File: src/hdl/accel_lowpass_jerk_defines.svh
// ---------------------------------------------------------------------------
// accel_lowpass_jerk_defines
// Assertion macros shared by the accelerometer filter block.
// ---------------------------------------------------------------------------
`ifndef ACCEL_LOWPASS_JERK_DEFINES_SVH
`define ACCEL_LOWPASS_JERK_DEFINES_SVH

// same-cycle implication
`define ALJ_ASSERT_IMPLY(label, clk, rst, ante, cons, msg) \
   label: assert property (@(posedge clk) disable iff (rst) (ante) |-> (cons)) \
      else $error(msg);

// next-cycle implication
`define ALJ_ASSERT_NEXT(label, clk, rst, ante, cons, msg) \
   label: assert property (@(posedge clk) disable iff (rst) (ante) |=> (cons)) \
      else $error(msg);

`endif

File: src/hdl/alj_pkg.sv
// ---------------------------------------------------------------------------
// alj_pkg
// Types and constants of the accelerometer low-pass and jerk block.
// ---------------------------------------------------------------------------
package alj_pkg;

   localparam int SAMPLE_BITS    = 16;
   localparam int TICK_BITS      = 32;
   localparam int JERK_BITS      = 32;
   localparam int BETA_BITS      = 3;
   localparam int CLOCK_BITS     = 30;
   localparam int CSR_DATA_BITS  = 32;
   localparam int CSR_INDEX_BITS = 2;

   localparam logic [BETA_BITS-1:0]  BETA_RESET     = 3'd2;
   localparam logic [CLOCK_BITS-1:0] CLOCK_RESET    = 30'd400000000;
   localparam logic [TICK_BITS-1:0]  SAMPLING_RESET = 32'd16000000;

   typedef enum logic [CSR_INDEX_BITS-1:0] {
      CSR_BETA_SHIFT     = 2'd0,
      CSR_CLOCK_RATE     = 2'd1,
      CSR_SAMPLING_TICKS = 2'd2
   } csr_index_type;

   typedef enum logic [2:0] {
      ST_IDLE,
      ST_FILTER,
      ST_DIFF,
      ST_LAUNCH,
      ST_RUN,
      ST_DONE
   } state_type;

   typedef struct packed {
      logic signed [SAMPLE_BITS-1:0] sample_x;
      logic signed [SAMPLE_BITS-1:0] sample_y;
      logic signed [SAMPLE_BITS-1:0] sample_z;
      logic [TICK_BITS-1:0]          tick_stamp;
      logic                          enable;
   } req_payload_type;

   typedef struct packed {
      logic signed [SAMPLE_BITS-1:0] filtered_x;
      logic signed [SAMPLE_BITS-1:0] filtered_y;
      logic signed [SAMPLE_BITS-1:0] filtered_z;
      logic signed [JERK_BITS-1:0]   jerk_x;
      logic signed [JERK_BITS-1:0]   jerk_y;
      logic signed [JERK_BITS-1:0]   jerk_z;
      logic                          saturated;
   } rsp_payload_type;

   typedef struct packed {
      logic done;
      logic sat;
   } lane_status_type;

endpackage

File: src/hdl/alj_serial_mul.sv
// ---------------------------------------------------------------------------
// alj_serial_mul
// Unsigned shift-add multiplier, one multiplier bit per cycle.
// ---------------------------------------------------------------------------
module alj_serial_mul #(
   parameter int A_WIDTH = 25,
   parameter int B_WIDTH = 30
) (
   input  logic                       clock,
   input  logic                       reset,
   input  logic                       start,
   input  logic [A_WIDTH-1:0]         a,
   input  logic [B_WIDTH-1:0]         b,
   output logic                       done,
   output logic [A_WIDTH+B_WIDTH-1:0] product
);

   localparam int CNT_W = $clog2(B_WIDTH + 1);

   logic [A_WIDTH-1:0] mcand_ff, mcand_in;
   logic [A_WIDTH-1:0] acc_ff, acc_in;
   logic [B_WIDTH-1:0] mplier_ff, mplier_in;
   logic [CNT_W-1:0]   cnt_ff, cnt_in;
   logic               busy_ff, busy_in;
   logic               done_ff, done_in;
   logic [A_WIDTH:0]   sum;

   always_comb begin
      sum       = {1'b0, acc_ff} + (mplier_ff[0] ? {1'b0, mcand_ff} : '0);
      mcand_in  = mcand_ff;
      acc_in    = acc_ff;
      mplier_in = mplier_ff;
      cnt_in    = cnt_ff;
      busy_in   = busy_ff;
      done_in   = 1'b0;
      if (start) begin
         mcand_in  = a;
         acc_in    = '0;
         mplier_in = b;
         cnt_in    = CNT_W'(B_WIDTH);
         busy_in   = 1'b1;
      end else if (busy_ff) begin
         acc_in    = sum[A_WIDTH:1];
         mplier_in = {sum[0], mplier_ff[B_WIDTH-1:1]};
         cnt_in    = cnt_ff - CNT_W'(1);
         if (cnt_ff == CNT_W'(1)) begin
            busy_in = 1'b0;
            done_in = 1'b1;
         end
      end
   end

   always_ff @(posedge clock) begin
      mcand_ff  <= mcand_in;
      acc_ff    <= acc_in;
      mplier_ff <= mplier_in;
      cnt_ff    <= cnt_in;
      if (reset) begin
         busy_ff <= 1'b0;
         done_ff <= 1'b0;
      end else begin
         busy_ff <= busy_in;
         done_ff <= done_in;
      end
   end

   assign done    = done_ff;
   assign product = {acc_ff, mplier_ff};

endmodule

File: src/hdl/alj_serial_div.sv
// ---------------------------------------------------------------------------
// alj_serial_div
// Restoring divider, one dividend bit per cycle, with quotient overflow flag.
// ---------------------------------------------------------------------------
module alj_serial_div #(
   parameter int N_WIDTH = 47,
   parameter int D_WIDTH = 32,
   parameter int Q_WIDTH = 32
) (
   input  logic               clock,
   input  logic               reset,
   input  logic               start,
   input  logic [N_WIDTH-1:0] num,
   input  logic [D_WIDTH-1:0] den,
   output logic               done,
   output logic [Q_WIDTH-1:0] quotient,
   output logic               overflow
);

   localparam int CNT_W = $clog2(N_WIDTH + 1);

   logic [N_WIDTH-1:0] num_ff, num_in;
   logic [D_WIDTH-1:0] den_ff, den_in;
   logic [D_WIDTH-1:0] rem_ff, rem_in;
   logic [Q_WIDTH-1:0] quo_ff, quo_in;
   logic               over_ff, over_in;
   logic [CNT_W-1:0]   cnt_ff, cnt_in;
   logic               busy_ff, busy_in;
   logic               done_ff, done_in;
   logic [D_WIDTH:0]   trial;
   logic [D_WIDTH+1:0] sub;
   logic               take;

   always_comb begin
      trial   = {rem_ff, num_ff[N_WIDTH-1]};
      sub     = {1'b0, trial} - {2'b00, den_ff};
      take    = ~sub[D_WIDTH+1];
      num_in  = num_ff;
      den_in  = den_ff;
      rem_in  = rem_ff;
      quo_in  = quo_ff;
      over_in = over_ff;
      cnt_in  = cnt_ff;
      busy_in = busy_ff;
      done_in = 1'b0;
      if (start) begin
         num_in  = num;
         den_in  = den;
         rem_in  = '0;
         quo_in  = '0;
         over_in = 1'b0;
         cnt_in  = CNT_W'(N_WIDTH);
         busy_in = 1'b1;
      end else if (busy_ff) begin
         num_in  = num_ff << 1;
         rem_in  = take ? sub[D_WIDTH-1:0] : trial[D_WIDTH-1:0];
         quo_in  = {quo_ff[Q_WIDTH-2:0], take};
         over_in = over_ff | quo_ff[Q_WIDTH-1];
         cnt_in  = cnt_ff - CNT_W'(1);
         if (cnt_ff == CNT_W'(1)) begin
            busy_in = 1'b0;
            done_in = 1'b1;
         end
      end
   end

   always_ff @(posedge clock) begin
      num_ff  <= num_in;
      den_ff  <= den_in;
      rem_ff  <= rem_in;
      quo_ff  <= quo_in;
      over_ff <= over_in;
      cnt_ff  <= cnt_in;
      if (reset) begin
         busy_ff <= 1'b0;
         done_ff <= 1'b0;
      end else begin
         busy_ff <= busy_in;
         done_ff <= done_in;
      end
   end

   assign done     = done_ff;
   assign quotient = quo_ff;
   assign overflow = over_ff;

endmodule

File: src/hdl/alj_jerk_lane.sv
// ---------------------------------------------------------------------------
// alj_jerk_lane
// One axis of jerk: |diff| * clock_rate, drop fraction bits, divide by the
// tick gap, then restore sign and saturate to 32 bits.
// ---------------------------------------------------------------------------
module alj_jerk_lane #(
   parameter int MAG_WIDTH = 25,
   parameter int FRAC_BITS = 8
) (
   input  logic                                clock,
   input  logic                                reset,
   input  logic                                start,
   input  logic signed [MAG_WIDTH-1:0]         diff,
   input  logic [alj_pkg::CLOCK_BITS-1:0]      clock_rate,
   input  logic [alj_pkg::TICK_BITS-1:0]       gap,
   output logic [alj_pkg::JERK_BITS-1:0]       jerk,
   output alj_pkg::lane_status_type            status
);

   import alj_pkg::*;

   localparam int PROD_W = MAG_WIDTH + CLOCK_BITS;
   localparam int NUM_W  = PROD_W - FRAC_BITS;

   logic [MAG_WIDTH-1:0] mag;
   logic                 neg_ff, neg_in;
   logic                 mul_done;
   logic [PROD_W-1:0]    product;
   logic                 div_done;
   logic [JERK_BITS-1:0] quo;
   logic                 over;
   logic [JERK_BITS-1:0] limit;
   logic                 clip;
   logic [JERK_BITS-1:0] jerk_ff, jerk_in;
   logic                 sat_ff, sat_in;
   logic                 done_ff, done_in;

   assign mag = diff[MAG_WIDTH-1] ? MAG_WIDTH'(-diff) : MAG_WIDTH'(diff);

   alj_serial_mul #(
      .A_WIDTH(MAG_WIDTH),
      .B_WIDTH(CLOCK_BITS)
   ) u_mul (
      .clock  (clock),
      .reset  (reset),
      .start  (start),
      .a      (mag),
      .b      (clock_rate),
      .done   (mul_done),
      .product(product)
   );

   alj_serial_div #(
      .N_WIDTH(NUM_W),
      .D_WIDTH(TICK_BITS),
      .Q_WIDTH(JERK_BITS)
   ) u_div (
      .clock   (clock),
      .reset   (reset),
      .start   (mul_done),
      .num     (product[PROD_W-1:FRAC_BITS]),
      .den     (gap),
      .done    (div_done),
      .quotient(quo),
      .overflow(over)
   );

   always_comb begin
      limit   = neg_ff ? {1'b1, {(JERK_BITS-1){1'b0}}} : {1'b0, {(JERK_BITS-1){1'b1}}};
      clip    = over | (quo > limit);
      neg_in  = start ? diff[MAG_WIDTH-1] : neg_ff;
      jerk_in = jerk_ff;
      sat_in  = sat_ff;
      done_in = div_done;
      if (div_done) begin
         sat_in = clip;
         if (clip) begin
            jerk_in = limit;
         end else begin
            jerk_in = neg_ff ? -quo : quo;
         end
      end
   end

   always_ff @(posedge clock) begin
      neg_ff  <= neg_in;
      jerk_ff <= jerk_in;
      sat_ff  <= sat_in;
      if (reset) begin
         done_ff <= 1'b0;
      end else begin
         done_ff <= done_in;
      end
   end

   assign jerk        = jerk_ff;
   assign status.done = done_ff;
   assign status.sat  = sat_ff;

endmodule

File: src/hdl/accel_lowpass_jerk.sv
// ---------------------------------------------------------------------------
// accel_lowpass_jerk
// Three-axis accelerometer low-pass filter with serial jerk estimate.
//
//   channel  ports                          beat
//   req      req_valid req_stall req_payload  one raw sample, tick, enable
//   rsp      rsp_valid rsp_stall rsp_payload  filtered axes, jerk, clip flag
//   csr      csr_we csr_index csr_wdata       one register write
//
// A disabled or too-early beat is taken in ST_IDLE and leaves req free.
// An update beat steps from its accept through ST_FILTER, ST_DIFF, ST_LAUNCH
// and ST_RUN to ST_DONE, which loads rsp_valid; req is stalled until ST_DONE
// is left. The three axis lanes run side by side, each with its bit-serial
// multiply by clock_rate and then bit-serial divide of the product by the gap.
// A finished result sits in the rsp register, so req is free again while it
// waits; a next result waits in ST_DONE until rsp drains.
// Reset is synchronous and needs no clearing pass.
// ---------------------------------------------------------------------------
`include "accel_lowpass_jerk_defines.svh"

module accel_lowpass_jerk #(
   parameter int EXTRA_FRACTION_BITS = 8
) (
   input  logic                                clock,
   input  logic                                reset,
   input  logic                                req_valid,
   output logic                                req_stall,
   input  alj_pkg::req_payload_type            req_payload,
   output logic                                rsp_valid,
   input  logic                                rsp_stall,
   output alj_pkg::rsp_payload_type            rsp_payload,
   input  logic                                csr_we,
   input  logic [alj_pkg::CSR_INDEX_BITS-1:0]  csr_index,
   input  logic [alj_pkg::CSR_DATA_BITS-1:0]   csr_wdata
);

   import alj_pkg::*;

   localparam int W = SAMPLE_BITS + EXTRA_FRACTION_BITS;

   state_type state_ff, state_in;

   logic [BETA_BITS-1:0]  beta_ff, beta_in;
   logic [CLOCK_BITS-1:0] clock_rate_ff, clock_rate_in;
   logic [TICK_BITS-1:0]  sampling_ff, sampling_in;

   logic signed [W-1:0]   filter_ff [3];
   logic signed [W-1:0]   filter_in [3];
   logic signed [W-1:0]   prev_ff   [3];
   logic signed [W-1:0]   prev_in   [3];
   logic signed [W-1:0]   raw_ff    [3];
   logic signed [W-1:0]   raw_in    [3];
   logic signed [W:0]     diff_ff   [3];
   logic signed [W:0]     diff_in   [3];
   logic signed [W-1:0]   raw       [3];
   logic signed [W:0]     delta     [3];
   logic signed [W:0]     step      [3];
   logic [TICK_BITS-1:0]  prev_tick_ff, prev_tick_in;
   logic [TICK_BITS-1:0]  gap_ff, gap_in;
   logic [TICK_BITS-1:0]  gap;
   logic                  gap_ok;

   rsp_payload_type       rsp_payload_ff, rsp_payload_in;
   logic                  rsp_valid_ff, rsp_valid_in;

   logic                  req_accept;
   logic                  lane_start;
   logic                  rsp_load;
   logic                  lanes_done;
   logic [JERK_BITS-1:0]  jerk [3];
   lane_status_type       lane_status [3];

   // configuration
   always_comb begin
      beta_in       = beta_ff;
      clock_rate_in = clock_rate_ff;
      sampling_in   = sampling_ff;
      if (csr_we) begin
         unique case (csr_index)
            CSR_BETA_SHIFT:     beta_in       = csr_wdata[BETA_BITS-1:0];
            CSR_CLOCK_RATE:     clock_rate_in = csr_wdata[CLOCK_BITS-1:0];
            CSR_SAMPLING_TICKS: sampling_in   = csr_wdata[TICK_BITS-1:0];
            default: ;
         endcase
      end
   end

   assign req_accept = req_valid & ~req_stall;
   assign gap        = req_payload.tick_stamp - prev_tick_ff;
   assign gap_ok     = gap >= sampling_ff;
   assign lanes_done = lane_status[0].done & lane_status[1].done & lane_status[2].done;

   // next state
   always_comb begin
      state_in = state_ff;
      unique case (state_ff)
         ST_IDLE: begin
            if (req_accept && req_payload.enable && gap_ok) state_in = ST_FILTER;
         end
         ST_FILTER: state_in = ST_DIFF;
         ST_DIFF:   state_in = ST_LAUNCH;
         ST_LAUNCH: state_in = ST_RUN;
         ST_RUN: begin
            if (lanes_done) state_in = ST_DONE;
         end
         ST_DONE: begin
            if (!rsp_valid_ff || !rsp_stall) state_in = ST_IDLE;
         end
         default: state_in = ST_IDLE;
      endcase
   end

   // state outputs
   always_comb begin
      req_stall  = 1'b1;
      lane_start = 1'b0;
      rsp_load   = 1'b0;
      unique case (state_ff)
         ST_IDLE:   req_stall  = 1'b0;
         ST_LAUNCH: lane_start = 1'b1;
         ST_DONE:   rsp_load   = ~rsp_valid_ff | ~rsp_stall;
         default: ;
      endcase
   end

   // datapath
   always_comb begin
      raw[0] = W'(req_payload.sample_x) <<< EXTRA_FRACTION_BITS;
      raw[1] = W'(req_payload.sample_y) <<< EXTRA_FRACTION_BITS;
      raw[2] = W'(req_payload.sample_z) <<< EXTRA_FRACTION_BITS;
      prev_tick_in = prev_tick_ff;
      gap_in       = gap_ff;
      for (int i = 0; i < 3; i++) begin
         delta[i]     = (W+1)'(filter_ff[i]) - (W+1)'(raw_ff[i]);
         step[i]      = delta[i] >>> beta_ff;
         filter_in[i] = filter_ff[i];
         prev_in[i]   = prev_ff[i];
         raw_in[i]    = raw_ff[i];
         diff_in[i]   = diff_ff[i];
      end
      if (state_ff == ST_IDLE && req_accept) begin
         if (!req_payload.enable) begin
            for (int i = 0; i < 3; i++) prev_in[i] = raw[i];
            prev_tick_in = req_payload.tick_stamp;
         end else if (gap_ok) begin
            for (int i = 0; i < 3; i++) raw_in[i] = raw[i];
            prev_tick_in = req_payload.tick_stamp;
            gap_in       = (gap == '0) ? TICK_BITS'(1) : gap;
         end
      end
      if (state_ff == ST_FILTER) begin
         for (int i = 0; i < 3; i++) filter_in[i] = W'((W+1)'(filter_ff[i]) - step[i]);
      end
      if (state_ff == ST_DIFF) begin
         for (int i = 0; i < 3; i++) begin
            diff_in[i] = (W+1)'(filter_ff[i]) - (W+1)'(prev_ff[i]);
            prev_in[i] = filter_ff[i];
         end
      end
   end

   // output register
   always_comb begin
      rsp_payload_in = rsp_payload_ff;
      rsp_valid_in   = rsp_valid_ff & rsp_stall;
      if (rsp_load) begin
         rsp_valid_in              = 1'b1;
         rsp_payload_in.filtered_x = filter_ff[0][W-1:EXTRA_FRACTION_BITS];
         rsp_payload_in.filtered_y = filter_ff[1][W-1:EXTRA_FRACTION_BITS];
         rsp_payload_in.filtered_z = filter_ff[2][W-1:EXTRA_FRACTION_BITS];
         rsp_payload_in.jerk_x     = jerk[0];
         rsp_payload_in.jerk_y     = jerk[1];
         rsp_payload_in.jerk_z     = jerk[2];
         rsp_payload_in.saturated  = lane_status[0].sat | lane_status[1].sat |
                                     lane_status[2].sat;
      end
   end

   always_ff @(posedge clock) begin
      gap_ff         <= gap_in;
      rsp_payload_ff <= rsp_payload_in;
      for (int i = 0; i < 3; i++) begin
         raw_ff[i]  <= raw_in[i];
         diff_ff[i] <= diff_in[i];
      end
      if (reset) begin
         state_ff      <= ST_IDLE;
         beta_ff       <= BETA_RESET;
         clock_rate_ff <= CLOCK_RESET;
         sampling_ff   <= SAMPLING_RESET;
         prev_tick_ff  <= '0;
         rsp_valid_ff  <= 1'b0;
         for (int i = 0; i < 3; i++) begin
            filter_ff[i] <= '0;
            prev_ff[i]   <= '0;
         end
      end else begin
         state_ff      <= state_in;
         beta_ff       <= beta_in;
         clock_rate_ff <= clock_rate_in;
         sampling_ff   <= sampling_in;
         prev_tick_ff  <= prev_tick_in;
         rsp_valid_ff  <= rsp_valid_in;
         for (int i = 0; i < 3; i++) begin
            filter_ff[i] <= filter_in[i];
            prev_ff[i]   <= prev_in[i];
         end
      end
   end

   for (genvar g = 0; g < 3; g++) begin : g_lane
      alj_jerk_lane #(
         .MAG_WIDTH(W + 1),
         .FRAC_BITS(EXTRA_FRACTION_BITS)
      ) u_lane (
         .clock     (clock),
         .reset     (reset),
         .start     (lane_start),
         .diff      (diff_ff[g]),
         .clock_rate(clock_rate_ff),
         .gap       (gap_ff),
         .jerk      (jerk[g]),
         .status    (lane_status[g])
      );
   end

   assign rsp_valid   = rsp_valid_ff;
   assign rsp_payload = rsp_payload_ff;

   // checks
   `ALJ_ASSERT_IMPLY(a_lanes_in_step, clock, reset, lane_status[0].done,
      lane_status[1].done && lane_status[2].done, "jerk lanes finished out of step")
   `ALJ_ASSERT_IMPLY(a_done_in_run, clock, reset, lane_status[0].done,
      state_ff == ST_RUN, "lane finished outside of run state")
   `ALJ_ASSERT_NEXT(a_launch_busy, clock, reset, state_ff == ST_LAUNCH,
      !lanes_done && state_ff == ST_RUN, "lanes reported done right after launch")
   `ALJ_ASSERT_IMPLY(a_sat_at_limit, clock, reset, rsp_valid_ff && rsp_payload_ff.saturated,
      rsp_payload_ff.jerk_x == 32'sh7FFFFFFF || rsp_payload_ff.jerk_x == 32'sh80000000 ||
      rsp_payload_ff.jerk_y == 32'sh7FFFFFFF || rsp_payload_ff.jerk_y == 32'sh80000000 ||
      rsp_payload_ff.jerk_z == 32'sh7FFFFFFF || rsp_payload_ff.jerk_z == 32'sh80000000,
      "saturated flag without a clipped jerk")

endmodule
File: config.mk
export PLATFORM = sky130hd
export DESIGN_NAME = accel_lowpass_jerk
export DESIGN_NICKNAME = d
export VERILOG_FILES = /design/src/hdl/alj_pkg.sv /design/src/hdl/alj_serial_mul.sv /design/src/hdl/alj_serial_div.sv /design/src/hdl/alj_jerk_lane.sv /design/src/hdl/accel_lowpass_jerk.sv
export VERILOG_INCLUDE_DIRS = /design/src /design/src/hdl
export SDC_FILE = /design/constraint.sdc
export NUM_CORES = 2
export LEC_CHECK = 0
export BUFFER_PORTS_ARGS = -buffer_cell sky130_fd_sc_hd__buf_2
export CAP_MARGIN = 5
export CORE_ASPECT_RATIO = 1.5
export CORE_UTILIZATION = 60
export DETAILED_ROUTE_END_ITERATION = 8
export PLACE_DENSITY = 0.84
export SYNTH_ARGS = -nofsm -noshare
export SYNTH_HDL_FRONTEND = slang
export SYNTH_SLANG_ARGS = --single-unit
export TNS_END_PERCENT = 20
File: constraint.sdc
create_clock -name clock -period 23.2 [get_ports clock]
set_input_delay 2.32 -clock clock [delete_from_list [all_inputs] [get_ports clock]]
set_output_delay 2.32 -clock clock [all_outputs]
set_load 0.02 [all_outputs]
**Word level (Yosys, flattened, before mapping)**

Memory sizes are Yosys's and may differ from the RTL's.
Index checks and enable logic that the tools add are counted.

- Register bits after elaboration: 1100
- Bits in writable memories: 291
- Bits of input ports: 120
- Output and inout port bits: 147
- Memories kept: 4

- $add $sub $neg: 28
- Order comparisons: 4
- Eq/ne operators: 17
- Shift-type cells: 3
- Mux-type cells: 81
- Bitwise gates (word level): 30
- Reduce and logical (&&, ||, !) cells: 27

Memories:

| name | depth | bits a word | rd ports | clocked after memory_dff | write ports | line | text |
|---|---|---|---|---|---|---|---|
| diff_ff | 3 | 25 | 3 | 0 | 3 | accel_lowpass_jerk.sv:53 | `logic signed [W:0] diff_ff [3];` |
| filter_ff | 3 | 24 | 3 | 0 | 3 | accel_lowpass_jerk.sv:47 | `logic signed [W-1:0] filter_ff [3];` |
| prev_ff | 3 | 24 | 3 | 0 | 3 | accel_lowpass_jerk.sv:49 | `logic signed [W-1:0] prev_ff [3];` |
| raw_ff | 3 | 24 | 3 | 0 | 3 | accel_lowpass_jerk.sv:51 | `logic signed [W-1:0] raw_ff [3];` |

Operators with widths:

| cell | count |
|---|---|
| $mux 72 | 7 |
| $mux 32 | 14 |
| $mux 47 | 6 |
| $mux 24 | 9 |
| $mux 30 | 6 |
| $sub 24x24->25 | 6 |
| $sub 33x32->34 | 3 |
| $gt 32x32->1 | 3 |
| $neg 32->32 | 3 |
| $add 25x26->26 | 3 |
| $mux 25 | 3 |
| $mux 75 | 1 |
| $neg 25->25 | 3 |
| $sshr 25x3->24 | 3 |
| $sub 24x24->24 | 3 |
| $ge 32x32->1 | 1 |
| $logic_not 32->1 | 1 |
| $sub 32x32->32 | 1 |
| $mux 1 | 31 |
| $eq 6x1->1 const B | 3 |
| $pmux 3 s6 | 1 |
| $reduce_or 3->1 | 6 |
| $sub 6x1->6 const B | 3 |
| $eq 5x1->1 const B | 3 |
| other kinds (20) | 67 |

**Logic depth before layout (Yosys ltp)**

- Word-level depth: 6
- Mapped depth: 27
- Gate-level depth less buffers: 27

**Cells and area by module**

Synthesis repeated with hierarchy kept, for this count alone.

- Cells, all modules: 7849
- Area total of the unflattened synthesis: 78743.0 sq um

By module, submodules not included:

| module | times used | cells each | area an instance (sq um) | seq. area each (sq um) |
|---|---|---|---|---|
| accel_lowpass_jerk | 1 | 3272 | 31637.8 | 13913.3 |
| alj_serial_div at g_lane[1].u_lane.u_div ... | 2 | 763 | 7961.4 | 3833.7 |
| alj_jerk_lane | 3 | 375 | 3345.7 | 1041.0 |
| alj_serial_mul at g_lane[0].u_lane.u_mul ... | 2 | 403 | 4474.3 | 2292.2 |
| alj_serial_div at g_lane[0].u_lane.u_div | 1 | 713 | 7618.6 | 3833.7 |
| alj_serial_mul at g_lane[2].u_lane.u_mul | 1 | 407 | 4578.1 | 2292.2 |

**Least setup slack after synthesis**

OpenSTA, ideal clock, no wires.

- Kind: input -> register
- From: input port req_payload[1] (netlist name)
- To: register gap_ff[0], enable pin
- Arrival: 9744 ps
- Slack: 12911 ps
- Cell stages on the path: 20
- Path through: inv_1 ha_1 inv_1 fa_1 a21o_1 a221oi_1 a21oi_1 a41o_1 a21oi_1 o311ai_0 xor2_1 ha_1 nand4_1 nor2_1 nand2_1 nor2_1 o21ai_0 o21ai_0 nand2_1 a21oi_1

- Cells in the longest elaborated chain, start to end: 3

RTL lines:

| element | line | text |
|---|---|---|
| from (decl) | accel_lowpass_jerk.sv:28 | `input alj_pkg::req_payload_type req_payload,` |
| $sub 32x32->32 | accel_lowpass_jerk.sv:89 | `assign gap = req_payload.tick_stamp - prev_tick_ff;` |
| via gap[18] | accel_lowpass_jerk.sv:60 | `logic [TICK_BITS-1:0] gap;` |
| $ge 32x32->1 | accel_lowpass_jerk.sv:90 | `assign gap_ok = gap >= sampling_ff;` |
| $reduce_and 3->1 (no line) | - |  |
| to (signal assigned) | accel_lowpass_jerk.sv:180 | `gap_ff <= gap_in;` |
| to (decl) | accel_lowpass_jerk.sv:59 | `logic [TICK_BITS-1:0] gap_ff, gap_in;` |

The timed path passes the listed nets, and every way through them passes these cells.
A chain may end at the register's enable or synchronous reset.

==> run metrics <==
placer's final routability congestion estimate 0.955; worst r2r src prev_tick_ff[0]; register bit total from synthesis 1,367; Min-Delay Startpoint g_lane[1].u_lane.jerk[31]; CP top delay family compound AO/OA/AOI/OAI gates; RSZ-0062 raised after global routing no; IO Pins 267; top cells by area, synth edfxtp_1, dfxtp_1, ha_1; Seq/Total Area, Yosys 46.3%; H-tree depth 4; largest net degree at the start of global routing 174; initial antenna violation count 21; Avg Cell Area, Syn 9.97 µm²; post-synth top area cell edfxtp_1; Post-DRT Antenna Nets 0; Yosys top cell area share 31.5%; vias in the first global route 58,000; status complete, no violations; Final #Nets 8,490; Data arrival, critical path 8.89 ns; Final setup violation count 0; skew final 0.0281 ns; WL per Instance 19.4 µm; worst IR drop on VDD 0.000114 V; syn_nets 8,353; critical-path cell list buf_2 > inv_1 > ha_1 > inv_1 > fa_1 > a21o_1 > a221oi_1 > a21oi_1 > a41o_1 > a21oi_1 > o311ai_0 > xor2_1 > ha_1 > nand4_1 > nor2_1 > nand2_1 > nor2_1 > o21ai_0 > o21ai_0 > nand2_1 > a21oi_4 > buf_4; DIE AREA 0.129 mm²; clock buffer depth 3; Power Total 9810 µW; initial drt markers 4,410; Setup Buffers After CTS 0; Synth Flop Type edfxtp_1; instance count of the mapped netlist 7,680; vias 58,800; Hold Crit Depth 0; wirelength, routed 187,000 µm; Crit path buffers/inverters 4; R2R depth 20; TritonCTS Buffers 132; setup TNS 0 ns; DRC 0; leakage 0.0344 µW; CP endpoint kind flip-flop; DP HPWL 132,000 µm; Pint 6100 µW; Crit Path Class input port to flip-flop; Post-synth ARST share 0%; worst hold path type flip-flop to flip-flop; switch share 37.8%; sink of the worst hold path rsp_payload[64]; Congestion Overflow GR 0; flop-to-flop setup slack 16.07 ns; CTS root buffer clkbuf_16; CP startpoint kind input port; via-per-instance ratio 6.10; f_max 118 MHz; area delta synth->final 9.50%; sw power 3700 µW; layout cells sized above 1 9.75%; Worst EP required 23.60 ns; All-Layer GR Usage 28.6%; slowest cell on the critical path a21oi_4; post-layout min period 8.49 ns; critical path peak fanout 54; First-pass DRT Iterations 6; Post-Syn Area 0.0765 mm²; final count of pins violating max slew 0; Hold-fix buffers, CTS 0; Cell Rows 160; clock latency on the worst-skew pair 0.79 ns; Max stage delay on crit path 0.89 ns; Least-Margin Pin Slew 1.28 ns; Synth Warn # 0; Core ar. 0.127 mm²; first-pass GRT wire length 297,000 µm; endpoints failing hold 0; r2r endpoint raw_ff[0][32]; clock-pin transition on the worst setup and hold timing paths 0.06 ns; number of synthesized flops with an enable pin 804; sequential power share 35.0%; post-synth cell types 87; Clock Power Share 22.6%; post_cts resized 0; Power Density 117 mW/mm²; Comb power frac 42.4%; initial core utilization 60.4%; Max-cap violations 0; Final Cycle Share 36.6%; TritonCTS clock tree yes; die height 439 µm; Die Wd 294 µm; Slew HR 14.6%; PortBufs 266; CTS sink cnt 1,367
worst max path at each step:
stage | start | cells after the start | slack (ns) | end
floorplan | req_payload[1] | 20 | 12.91 | gap_ff[0]
global placement | req_payload[1] | 22 | 14.10 | raw_ff[0][32]
finish | req_payload[1] | 22 | 14.71 | raw_ff[0][32]
global route | req_payload[1] | 23 | 14.25 | raw_ff[0][58]
detailed placement | req_payload[1] | 22 | 13.98 | raw_ff[0][32]
CTS | req_payload[1] | 22 | 14.76 | raw_ff[0][57]
area by class of cell:
type / count / area, µm²
repair buffers: 320 / 1760
inverters: 436 / 1640
fillers: 9578 / 42900
clock inverters: 67 / 709
clock buffers: 177 / 3700
well taps: 1701 / 2130
flip-flops and latches: 1367 / 35400
diodes: 22 / 55.1
multi-input cells: 5560 / 38400
state kept, by name, indices dropped and copies added, names as in the netlist, 15 cells and up:
register	count
g_lane.u_lane.u_mul.mplier_ff	90
g_lane.u_lane.jerk	96
raw_ff	48
g_lane.u_lane.u_div.quotient	96
g_lane.u_lane.u_div.rem_ff	96
g_lane.u_lane.u_div.cnt_ff	18
g_lane.u_lane.u_mul.acc_ff	75
g_lane.u_lane.u_mul.mcand_ff	75
g_lane.u_lane.u_mul.cnt_ff	15
g_lane.u_lane.u_div.den_ff	96
rsp_payload	145
sampling_ff	32
prev_tick_ff	32
clock_rate_ff	30
filter_ff	72
prev_ff	72
g_lane.u_lane.u_div.num_ff	141
gap_ff	32
diff_ff	75
synth_stat cells (103+ instances only):
cell type / instances
mux2_2: 157
nor2b_1: 109
mux2i_1: 324
a211oi_1: 162
inv_1: 429
edfxtp_1: 804
nor2_1: 685
xor2_1: 107
nand2_1: 787
ha_1: 537
xnor2_1: 308
dfxtp_1: 563
nor3_1: 132
a21oi_1: 507
o21ai_0: 319
clkbuf_1: 264
and2_1: 103
a21o_1: 220
kinds of logic after synthesis:
group,after synthesis,synth area share (%)
AOI/OAI and AO/OA,1769,15.1
xor gates and xnor gates,415,4.75
adders and majority gates,553,9.20
buffers and inverters,753,3.73
DFF,1367,46.3
muxes,485,6.67
and+or+nand+nor,2338,14.2
power groups by stage:
stage | Clock [µW] | Sequential (µW) | Combinational (µW)
2_1_floorplan | 0 | 3340 | 3250
3_3_place_gp | 0 | 3460 | 3930
3_5_place_dp | 0 | 3470 | 4070
4_1_cts | 2240 | 3430 | 4110
5_1_grt | 2330 | 3470 | 4590
6_report | 2220 | 3430 | 4160
per-stage QoR:
| step | utilization, % | cells | worst slack [ns] | hold slack, ns | area, µm² |
|---|---|---|---|---|---|
| floorplan | - | 7680 | 12.91 | 0.400 | 76500 |
| global placement | 62.6 | 9384 | 14.10 | 0.400 | 79300 |
| detailed placement | 62.6 | 9384 | 13.98 | 0.405 | 79300 |
| CTS | 66.1 | 9628 | 14.76 | 0.419 | 83700 |
| global route | 66.1 | 9634 | 14.25 | 0.424 | 83800 |
| finish | 66.1 | 9650 | 14.71 | 0.418 | 83800 |
cell usage in the layout (no fill, tap or decap), types with 82 or more instances in the layout:
cell	instances
edfxtp_1	804
and2_1	102
mux2i_1	324
mux2_2	157
xor2_1	107
a21o_1	220
nor3_1	131
a21oi_1	504
nor2b_1	108
o21a_1	82
inv_1	427
nand2_1	786
a211oi_1	162
ha_1	537
buf_2	265
xnor2_1	308
nand3_1	93
dfxtp_1	553
nor2_1	682
o21ai_0	319
clkbuf_16	139
layer usage:
| layer | GRT usage, % | wire, µm | vias to the layer above |
|---|---|---|---|
| li1 | - | - | 28100 |
| met1 | 33.1 | 72300 | 28300 |
| met2 | 50.7 | 94100 | 1945 |
| met3 | 4.66 | 11900 | 509 |
| met4 | 14.8 | 9000 | 16 |
| met5 | 0 | 115 | - |
Note: power is estimated with default switching activity, not from simulation.
